### src/rtl/core/mpre_pkg.sv
// Shared types and constants for the mono page to RGB565 expander.
package mpre_pkg;

  localparam int PANEL_COLUMNS = 96;
  localparam int PANEL_ROWS    = 64;
  localparam int PANEL_PAGES   = PANEL_ROWS / 8;

  // Request codes
  localparam logic [1:0] REQ_SET_WINDOW = 2'd0;
  localparam logic [1:0] REQ_WRITE_BYTE = 2'd1;
  localparam logic [1:0] REQ_SCROLL     = 2'd2;

  // Result kinds
  localparam logic [1:0] KIND_PIXEL  = 2'd0;
  localparam logic [1:0] KIND_WINDOW = 2'd1;
  localparam logic [1:0] KIND_LINE   = 2'd2;

  // Register indexes
  localparam logic [1:0] REG_FOREGROUND = 2'd0;
  localparam logic [1:0] REG_BACKGROUND = 2'd1;
  localparam logic [1:0] REG_ROW_OFFSET = 2'd2;

  // Word positions within a write-byte command
  localparam logic [3:0] STEP_PRE         = 4'd0;
  localparam logic [3:0] STEP_FIRST_PIXEL = 4'd1;
  localparam logic [3:0] STEP_LAST_PIXEL  = 4'd8;
  localparam logic [3:0] STEP_POST        = 4'd9;

  typedef struct packed {
    logic [1:0]        req_type;
    logic [6:0]        window_left;
    logic [2:0]        window_top_page;
    logic [6:0]        window_right;
    logic [2:0]        window_bottom_page;
    logic [7:0]        pixel_byte;
    logic signed [7:0] scroll_pages;
  } req_t;

  typedef struct packed {
    logic [1:0]  result_kind;
    logic [15:0] pixel_color;
    logic [6:0]  out_left;
    logic [6:0]  out_right;
    logic [5:0]  out_top_row;
    logic [6:0]  out_bottom_row;
    logic [5:0]  out_start_line;
    logic        last;
  } res_t;

  typedef struct packed {
    logic [15:0] foreground_color;
    logic [15:0] background_color;
    logic [5:0]  row_offset;
  } cfg_t;

  typedef enum logic [1:0] {
    CMD_WINDOW = 2'd0,
    CMD_BYTE   = 2'd1,
    CMD_SCROLL = 2'd2
  } cmd_kind_t;

  typedef struct packed {
    cmd_kind_t   kind;
    logic        pre_win;
    logic [5:0]  pre_top;
    logic        post_win;
    logic [6:0]  win_left;
    logic [6:0]  win_right;
    logic [5:0]  win_top;
    logic [7:0]  pixel_byte;
    logic [5:0]  scroll_line;
  } cmd_t;

endpackage

### src/rtl/core/mpre_front.sv
// Front end: window, cursor and start-line state; turns each request into a command.
module mpre_front import mpre_pkg::*; (
  input  logic       clk,
  input  logic       rst,
  input  logic       take,
  input  req_t       req,
  input  logic [5:0] row_offset,
  output logic       cmd_push,
  output cmd_t       cmd
);

  logic       window_valid, window_valid_next;
  logic [6:0] cur_column, cur_column_next;
  logic [2:0] cur_page, cur_page_next;
  logic [6:0] left_bound, left_bound_next;
  logic [6:0] right_bound, right_bound_next;
  logic [2:0] top_page_bound, top_page_bound_next;
  logic [2:0] bottom_page_bound, bottom_page_bound_next;
  logic [5:0] start_line_reg, start_line_reg_next;

  logic [6:0] eff_column;
  logic [2:0] eff_page;
  logic [7:0] col_inc;
  logic [3:0] page_inc;
  logic [2:0] page_step;

  function automatic logic [5:0] top_row(input logic [2:0] page, input logic [5:0] ro,
                                         input logic [5:0] sl);
    logic [7:0] sum;
    sum = {2'b00, page, 3'b000} + {2'b00, ro} + {2'b00, sl};
    return 6'(sum % PANEL_ROWS);
  endfunction

  always_comb begin
    window_valid_next      = window_valid;
    cur_column_next        = cur_column;
    cur_page_next          = cur_page;
    left_bound_next        = left_bound;
    right_bound_next       = right_bound;
    top_page_bound_next    = top_page_bound;
    bottom_page_bound_next = bottom_page_bound;
    start_line_reg_next    = start_line_reg;
    cmd                    = '0;
    cmd_push               = 1'b0;
    eff_column             = cur_column;
    eff_page               = cur_page;
    col_inc                = '0;
    page_inc               = '0;
    page_step              = '0;

    if (take) begin
      case (req.req_type)
        REQ_SET_WINDOW: begin
          left_bound_next        = req.window_left;
          right_bound_next       = req.window_right;
          top_page_bound_next    = req.window_top_page;
          bottom_page_bound_next = req.window_bottom_page;
          cur_page_next          = req.window_top_page;
          cur_column_next        = req.window_left;
          window_valid_next      = 1'b1;
          cmd_push               = 1'b1;
          cmd.kind               = CMD_WINDOW;
          cmd.win_left           = req.window_left;
          cmd.win_right          = req.window_right;
          cmd.win_top            = top_row(req.window_top_page, row_offset, start_line_reg);
        end
        REQ_WRITE_BYTE: begin
          // fall back to the full panel when no window was ever set
          if (!window_valid) begin
            left_bound_next        = '0;
            right_bound_next       = 7'(PANEL_COLUMNS - 1);
            top_page_bound_next    = '0;
            bottom_page_bound_next = 3'(PANEL_PAGES - 1);
            eff_column             = '0;
            eff_page               = '0;
            window_valid_next      = 1'b1;
            cmd.pre_win            = 1'b1;
            cmd.pre_top            = top_row(3'd0, row_offset, start_line_reg);
          end
          cmd_push       = 1'b1;
          cmd.kind       = CMD_BYTE;
          cmd.pixel_byte = req.pixel_byte;
          col_inc        = {1'b0, eff_column} + 8'd1;
          page_inc       = {1'b0, eff_page} + 4'd1;
          page_step      = (page_inc > {1'b0, bottom_page_bound_next}) ?
                           top_page_bound_next : page_inc[2:0];
          if (col_inc > {1'b0, right_bound_next}) begin
            cur_page_next   = page_step;
            cur_column_next = left_bound_next;
            cmd.post_win    = 1'b1;
            cmd.win_left    = left_bound_next;
            cmd.win_right   = right_bound_next;
            cmd.win_top     = top_row(page_step, row_offset, start_line_reg);
          end else begin
            cur_page_next   = eff_page;
            cur_column_next = col_inc[6:0];
          end
        end
        REQ_SCROLL: begin
          // eight rows a page: only the low three page bits survive modulo 64
          start_line_reg_next = 6'(({2'b00, start_line_reg} +
                                    {2'b00, req.scroll_pages[2:0], 3'b000}) % PANEL_ROWS);
          cmd_push        = 1'b1;
          cmd.kind        = CMD_SCROLL;
          cmd.scroll_line = start_line_reg_next;
        end
        default: begin
          cmd_push = 1'b0;
        end
      endcase
    end
  end

  always_ff @(posedge clk) begin
    if (rst) begin
      window_valid      <= 1'b0;
      cur_column        <= '0;
      cur_page          <= '0;
      left_bound        <= '0;
      right_bound       <= '0;
      top_page_bound    <= '0;
      bottom_page_bound <= '0;
      start_line_reg    <= '0;
    end else begin
      window_valid      <= window_valid_next;
      cur_column        <= cur_column_next;
      cur_page          <= cur_page_next;
      left_bound        <= left_bound_next;
      right_bound       <= right_bound_next;
      top_page_bound    <= top_page_bound_next;
      bottom_page_bound <= bottom_page_bound_next;
      start_line_reg    <= start_line_reg_next;
    end
  end

endmodule

### src/rtl/core/mpre_cmd_fifo.sv
// Short command queue between the front end and the word sequencer.
module mpre_cmd_fifo import mpre_pkg::*; #(
  parameter int DEPTH = 2
) (
  input  logic clk,
  input  logic rst,
  input  logic push,
  input  cmd_t din,
  input  logic pop,
  output cmd_t dout,
  output logic valid,
  output logic full
);

  localparam int PTR_W = (DEPTH > 1) ? $clog2(DEPTH) : 1;
  localparam int CNT_W = $clog2(DEPTH + 1);

  cmd_t             entries [DEPTH];
  logic [PTR_W-1:0] wr_ptr;
  logic [PTR_W-1:0] rd_ptr;
  logic [CNT_W-1:0] count;

  function automatic logic [PTR_W-1:0] bump(input logic [PTR_W-1:0] ptr);
    return (ptr == PTR_W'(DEPTH - 1)) ? '0 : ptr + 1'b1;
  endfunction

  assign valid = (count != '0);
  assign full  = (count == CNT_W'(DEPTH));
  assign dout  = entries[rd_ptr];

  always_ff @(posedge clk) begin
    if (push) begin
      entries[wr_ptr] <= din;
    end
  end

  always_ff @(posedge clk) begin
    if (rst) begin
      wr_ptr <= '0;
      rd_ptr <= '0;
      count  <= '0;
    end else begin
      if (push) begin
        wr_ptr <= bump(wr_ptr);
      end
      if (pop) begin
        rd_ptr <= bump(rd_ptr);
      end
      if (push && !pop) begin
        count <= count + 1'b1;
      end else if (pop && !push) begin
        count <= count - 1'b1;
      end
    end
  end

endmodule

### src/rtl/core/mpre_back.sv
// Back end: steps through each command and emits one result word per cycle while commands wait and each word is popped.
module mpre_back import mpre_pkg::*; (
  input  logic clk,
  input  logic rst,
  input  logic cmd_valid,
  input  cmd_t cmd,
  input  cfg_t cfg,
  input  logic pop,
  output logic cmd_pop,
  output res_t res,
  output logic res_valid
);

  logic [3:0] step;
  logic [3:0] eff_pos;
  logic [3:0] pix_pos;
  logic       is_last;
  logic       advance;
  res_t       res_next;

  assign advance = cmd_valid && (!res_valid || pop);
  assign cmd_pop = advance && is_last;
  assign pix_pos = eff_pos - STEP_FIRST_PIXEL;

  always_comb begin
    // skip the default-window word when the command has none
    eff_pos  = (step == STEP_PRE && !cmd.pre_win) ? STEP_FIRST_PIXEL : step;
    is_last  = 1'b1;
    res_next = '0;
    case (cmd.kind)
      CMD_WINDOW: begin
        res_next.result_kind    = KIND_WINDOW;
        res_next.out_left       = cmd.win_left;
        res_next.out_right      = cmd.win_right;
        res_next.out_top_row    = cmd.win_top;
        res_next.out_bottom_row = {1'b0, cmd.win_top} + 7'd7;
      end
      CMD_BYTE: begin
        is_last = (eff_pos == STEP_LAST_PIXEL && !cmd.post_win) || eff_pos == STEP_POST;
        if (eff_pos == STEP_PRE) begin
          res_next.result_kind    = KIND_WINDOW;
          res_next.out_left       = '0;
          res_next.out_right      = 7'(PANEL_COLUMNS - 1);
          res_next.out_top_row    = cmd.pre_top;
          res_next.out_bottom_row = {1'b0, cmd.pre_top} + 7'd7;
        end else if (eff_pos == STEP_POST) begin
          res_next.result_kind    = KIND_WINDOW;
          res_next.out_left       = cmd.win_left;
          res_next.out_right      = cmd.win_right;
          res_next.out_top_row    = cmd.win_top;
          res_next.out_bottom_row = {1'b0, cmd.win_top} + 7'd7;
        end else begin
          res_next.result_kind = KIND_PIXEL;
          res_next.pixel_color = cmd.pixel_byte[pix_pos[2:0]] ?
                                 cfg.foreground_color : cfg.background_color;
        end
      end
      CMD_SCROLL: begin
        res_next.result_kind    = KIND_LINE;
        res_next.out_start_line = cmd.scroll_line;
      end
      default: begin
        res_next = '0;
      end
    endcase
    res_next.last = is_last;
  end

  always_ff @(posedge clk) begin
    if (advance) begin
      res <= res_next;
    end
  end

  always_ff @(posedge clk) begin
    if (rst) begin
      step      <= STEP_PRE;
      res_valid <= 1'b0;
    end else begin
      if (advance) begin
        res_valid <= 1'b1;
        step      <= is_last ? STEP_PRE : eff_pos + 4'd1;
      end else if (pop) begin
        res_valid <= 1'b0;
      end
    end
  end

endmodule

### src/rtl/core/mono_page_to_rgb565_expander.sv
// Top level of the mono page to RGB565 expander: register port, front end, queue, back end.
//
//   channel   handshake          payload
//   request   push / full        req (req_t)
//   result    pop / empty        res (res_t)
//   config    psel/penable/...   paddr, pwdata, prdata
//
// A set-window or scroll request gives one result word; a write-byte request gives
// eight pixel words plus up to two window words. The result register emits one word
// a cycle while commands are queued and each word is popped.
// Requests enter back to back while the command queue has room (CMD_DEPTH entries).
// Synchronous reset clears the window, cursor, start line, queue and result register.
// A stalled pop holds the result register; the front end keeps filling the queue.
module mono_page_to_rgb565_expander import mpre_pkg::*; #(
  parameter int CMD_DEPTH = 2
) (
  input  logic        clk,
  input  logic        rst,
  input  logic        push,
  output logic        full,
  input  req_t        req,
  output logic        empty,
  input  logic        pop,
  output res_t        res,
  input  logic        psel,
  input  logic        penable,
  input  logic        pwrite,
  input  logic [3:0]  paddr,
  input  logic [31:0] pwdata,
  output logic [31:0] prdata,
  output logic        pready
);

  cfg_t cfg;
  logic take;
  logic cmd_push;
  cmd_t cmd_in;
  cmd_t cmd_head;
  logic cmd_valid;
  logic cmd_pop;
  logic res_valid;
  logic cfg_write;

  assign pready    = 1'b1;
  assign cfg_write = psel && penable && pwrite && pready;
  assign take      = push && !full;
  assign empty     = !res_valid;

  always_ff @(posedge clk) begin
    if (rst) begin
      cfg.foreground_color <= 16'hFFFF;
      cfg.background_color <= '0;
      cfg.row_offset       <= '0;
    end else if (cfg_write) begin
      case (paddr[3:2])
        REG_FOREGROUND: cfg.foreground_color <= pwdata[15:0];
        REG_BACKGROUND: cfg.background_color <= pwdata[15:0];
        REG_ROW_OFFSET: cfg.row_offset       <= pwdata[5:0];
        default: begin
        end
      endcase
    end
  end

  always_comb begin
    case (paddr[3:2])
      REG_FOREGROUND: prdata = {16'd0, cfg.foreground_color};
      REG_BACKGROUND: prdata = {16'd0, cfg.background_color};
      REG_ROW_OFFSET: prdata = {26'd0, cfg.row_offset};
      default:        prdata = '0;
    endcase
  end

  mpre_front u_front (
    .clk        (clk),
    .rst        (rst),
    .take       (take),
    .req        (req),
    .row_offset (cfg.row_offset),
    .cmd_push   (cmd_push),
    .cmd        (cmd_in)
  );

  mpre_cmd_fifo #(
    .DEPTH (CMD_DEPTH)
  ) u_fifo (
    .clk   (clk),
    .rst   (rst),
    .push  (cmd_push),
    .din   (cmd_in),
    .pop   (cmd_pop),
    .dout  (cmd_head),
    .valid (cmd_valid),
    .full  (full)
  );

  mpre_back u_back (
    .clk       (clk),
    .rst       (rst),
    .cmd_valid (cmd_valid),
    .cmd       (cmd_head),
    .cfg       (cfg),
    .pop       (pop),
    .cmd_pop   (cmd_pop),
    .res       (res),
    .res_valid (res_valid)
  );

`ifndef SYNTHESIS
  a_line_is_last: assert property (@(posedge clk) disable iff (rst)
    (!empty && res.result_kind == KIND_LINE) |-> res.last)
    else $error("start-line word without last");

  a_bottom_row: assert property (@(posedge clk) disable iff (rst)
    (!empty && res.result_kind == KIND_WINDOW) |->
      res.out_bottom_row == ({1'b0, res.out_top_row} + 7'd7))
    else $error("window bottom row is not top row plus seven");

  a_cols_zero: assert property (@(posedge clk) disable iff (rst)
    (!empty && res.result_kind != KIND_WINDOW) |->
      (res.out_left == '0 && res.out_right == '0))
    else $error("window columns leak into a non-window word");
`endif

endmodule
### config.mk
export PLATFORM = sky130hd
export DESIGN_NAME = mono_page_to_rgb565_expander
export DESIGN_NICKNAME = d
export VERILOG_FILES = /design/src/rtl/core/mpre_pkg.sv /design/src/rtl/core/mpre_front.sv /design/src/rtl/core/mpre_cmd_fifo.sv /design/src/rtl/core/mpre_back.sv /design/src/rtl/core/mono_page_to_rgb565_expander.sv
export SDC_FILE = /design/constraint.sdc
export NUM_CORES = 1
export LEC_CHECK = 0
export BUFFER_PORTS_ARGS = -buffer_cell sky130_fd_sc_hd__buf_2
export CAP_MARGIN = 0
export CORE_UTILIZATION = 51
export CTS_CLUSTER_SIZE = 30
export DETAILED_ROUTE_END_ITERATION = 8
export PLACE_DENSITY_LB_ADDON = 0.05
export SLEW_MARGIN = 20
export SYNTH_ARGS = -nofsm -noshare
export SYNTH_HDL_FRONTEND = slang
export SYNTH_SLANG_ARGS = --single-unit
export TNS_END_PERCENT = 10
### constraint.sdc
create_clock -name clk -period 3.5 [get_ports clk]
set_input_delay 0.7 -clock clk [delete_from_list [all_inputs] [get_ports clk]]
set_output_delay 0.7 -clock clk [all_outputs]
set_load 0.05 [all_outputs]
==> metrics.txt <==
maximum fanout along the worst path=3; Die ar.=20000 sq um; diode count=0; max FFs per register=just over 80; Post-Synthesis Cells=875; unrepaired setup endpoints after global routing=false; 1st-iter DRT viols=~470; Final Worst Setup Slack=137 ps; outcome=finished clean; biggest regs=u_fifo.entries (82), u_back.res (49), cfg (38); Relative slew margins=39.8%; CTS sink cnt=213; HP Class=input port to register; FF-to-FF setup slack=about 140 ps; # port buffers=124; Worst VDD drop=501 uV; synth unique cells=59; YS warnings=0; ys async rst share=0%; # rows=50; CTS Root Cell=clkbuf_16; Yosys reg bits=213; Worst Setup End Kind=register; clock skew=16.5 ps; Avg WL per Cell=approximately 17 um; first-pass GRT wire length=around 35000 um; Slew @ Worst Pin=about 900 ps; Initial Utilization=between 50% and 60%; leading register cell type out of synthesis=edfxtp_1; Clk Latency, worst-skew pair=510 ps; drt total wl=22000 um; Largest Register=u_fifo.entries; EDFF count, synth=131; Placed Area=10700 sq um; share of cells above drive strength 1=21.1%; WS Path Type=register to register; largest net degree at the start of global routing=55; GP Congestion=approximately 0.85; Vias per Instance=5.52; max frequency=0.297 GHz; Syn Area/Cell=11.3 sq um; Detail Placement HPWL=between 15000 and 20000 um; Hold Vio Cnt, Final=0; NumNets Final=~1100; drt pass-1 iters=5; TritonCTS buffer count=23; Clock Path Buffers=3; CTS tree=built; cts hold-fix bufs=0; Leak Pwr=4.43 nW; Final period util=a little over nine tenths; design area=11500 sq um; Critical Path RT=between 3000 and 4000 ps; GRT Util Overall=a little over a fifth; clock slew at reported path FFs=60 ps; Pins Over Slew Limit=0; CP arrival=3610 ps; Finish-stage setup viols=0; initial antenna violation count=0; max-cap violations=0; sequential area share after synthesis=between 50% and 60%; Hold Slack=416 ps; GR Overflow Total=0; worst slack at placement=~25 ps; final core utilization=61.1%; H-tree depth=1; P&R area growth vs syn=16.2%; setup TNS=0 ps; Die W=~140 um; DR vias=7034; PD cells=between 700 and 800 nW/um^2; die extent in y=141 um; Core ar.=18900 sq um; Startpoint Class=register; crit path time final=between 3000 and 4000 ps; drt drc=0; io pins=168; vias in the first global route=6800; synthesized area=roughly 9900 sq um; ANT nets after route=0
[path summary, 6_finish.rpt]
| check | from | endpoint | cells past startpoint |
|---|---|---|---|
| worst max-delay path | u_front.cur_page[0] | u_fifo.entries[1][19] | 16 |
| worst min-delay path | pwdata[11] | cfg[33] | 2 |
| worst max register to register | u_front.cur_page[0] | u_fifo.entries[1][19] | 16 |
| worst min register to register | cfg[9] | cfg[9] | 2 |
[critical path, cell delays in order, from the launching register on]
cell      delay (ps)
dfxtp_2          330
nand2_1           60
xnor2_1          140
nand2_1          110
inv_2             90
ha_4             210
a21oi_1          140
a31oi_1           50
a311oi_1         240
buf_4            200
mux2i_4          250
fa_1             430
ha_2             200
xor2_1           160
xnor2_1          190
xnor2_1           90
a22o_1           190
[logic make-up after synthesis]
kind of cell               count (synthesis)  share of synthesized area [%]
and+or+nand+nor                          286                           13.8
DFF                                      213                           56.2
adders and majority gates                 26                           3.73
muxes                                     61                           6.83
buffers and inverters                     87                           4.55
other                                      2                         0.0757
xor gates and xnor gates                  31                           2.74
AOI/OAI and AO/OA                        169                           12.0
[cells in the mapped netlist (all sizes together), types with 5 or more instances]
cell	number	share of area (%)
o21ai	17	0.86
nor3	5	0.25
a22oi	18	1.4
or2	5	0.32
clkbuf	31	1.2
edfxtp	131	40
mux2i	53	5.5
nand3	32	1.6
nand2b	6	0.38
nand2	72	2.7
inv	18	0.68
dfxtp	82	17
a311oi	8	0.71
xor2	19	1.7
xnor2	12	1.1
a211o	16	1.4
fa	6	1.2
a22o	24	2.1
buf	38	2.7
a21oi	46	2.4
and2	22	1.4
ha	20	2.5
nor2	90	3.6
nor2b	28	1.8
o22ai	21	1.4
or3	5	0.32
a211oi	6	0.45
and3	9	0.57
[metal layers]
layer / up-vias / track usage [%] / wire length (um)
li1: 3371 / - / -
met1: 3418 / 29.7 / 9890
met2: 212 / 37.0 / 10600
met3: 33 / 3.64 / 1140
met4: 0 / 5.26 / 385
met5: - / 0 / 0
[placed cells by master (no fill, tap or decap), types with 5 or more instances in the layout]
master / n
a211o_1: 16
nand3_1: 32
a22o_1: 24
or3_1: 5
clkbuf_1: 8
nor2_1: 88
ha_1: 17
nand2b_1: 6
buf_4: 24
nand2_1: 71
nor2b_1: 26
o21ai_0: 17
a311oi_1: 8
o22ai_1: 20
and2_1: 22
fa_1: 5
edfxtp_1: 131
mux2i_1: 51
a21oi_1: 45
inv_1: 15
dfxtp_1: 79
buf_2: 124
a211oi_1: 6
xor2_1: 19
xnor2_1: 12
conb_1: 20
a22oi_1: 18
and3_1: 9
clkbuf_16: 23
[power by group]
| group | internal [mW] | leakage (nW) | switching (mW) | total, mW |
|---|---|---|---|---|
| sequential | 3.26 | 1.93 | 0.164 | 3.42 |
| clock | 1.37 | 0.347 | 0.932 | 2.30 |
| combinational | 0.786 | 2.15 | 2.12 | 2.91 |
| total | 5.41 | 4.43 | 3.22 | 8.63 |
[through the flow]
stage          std cells  total power [mW]
3_3_place_gp        1230              6.34
3_5_place_dp        1230              6.37
2_1_floorplan        893              5.77
6_report            1274              8.63
5_1_grt             1274              9.00
4_1_cts             1271              8.68
[final cells by class]
class | instances | area (sq um)
Clock buffer | 35 | 661
Clock inverter | 6 | 58.8
Sequential cell | 213 | 5580
Timing Repair Buffer | 149 | 812
Tap cell | 260 | 325
Inverter | 18 | 67.6
Multi-Input combinational cell | 593 | 4030
Fill cell | 1609 | 7360
[what timing repair did]
action | in CTS | in global routing
gates resized for setup | 0 | 13
setup endpoints to repair | 0 | 2
buffers inserted | 0 | 3
Note: power is estimated with default switching activity, not from simulation.
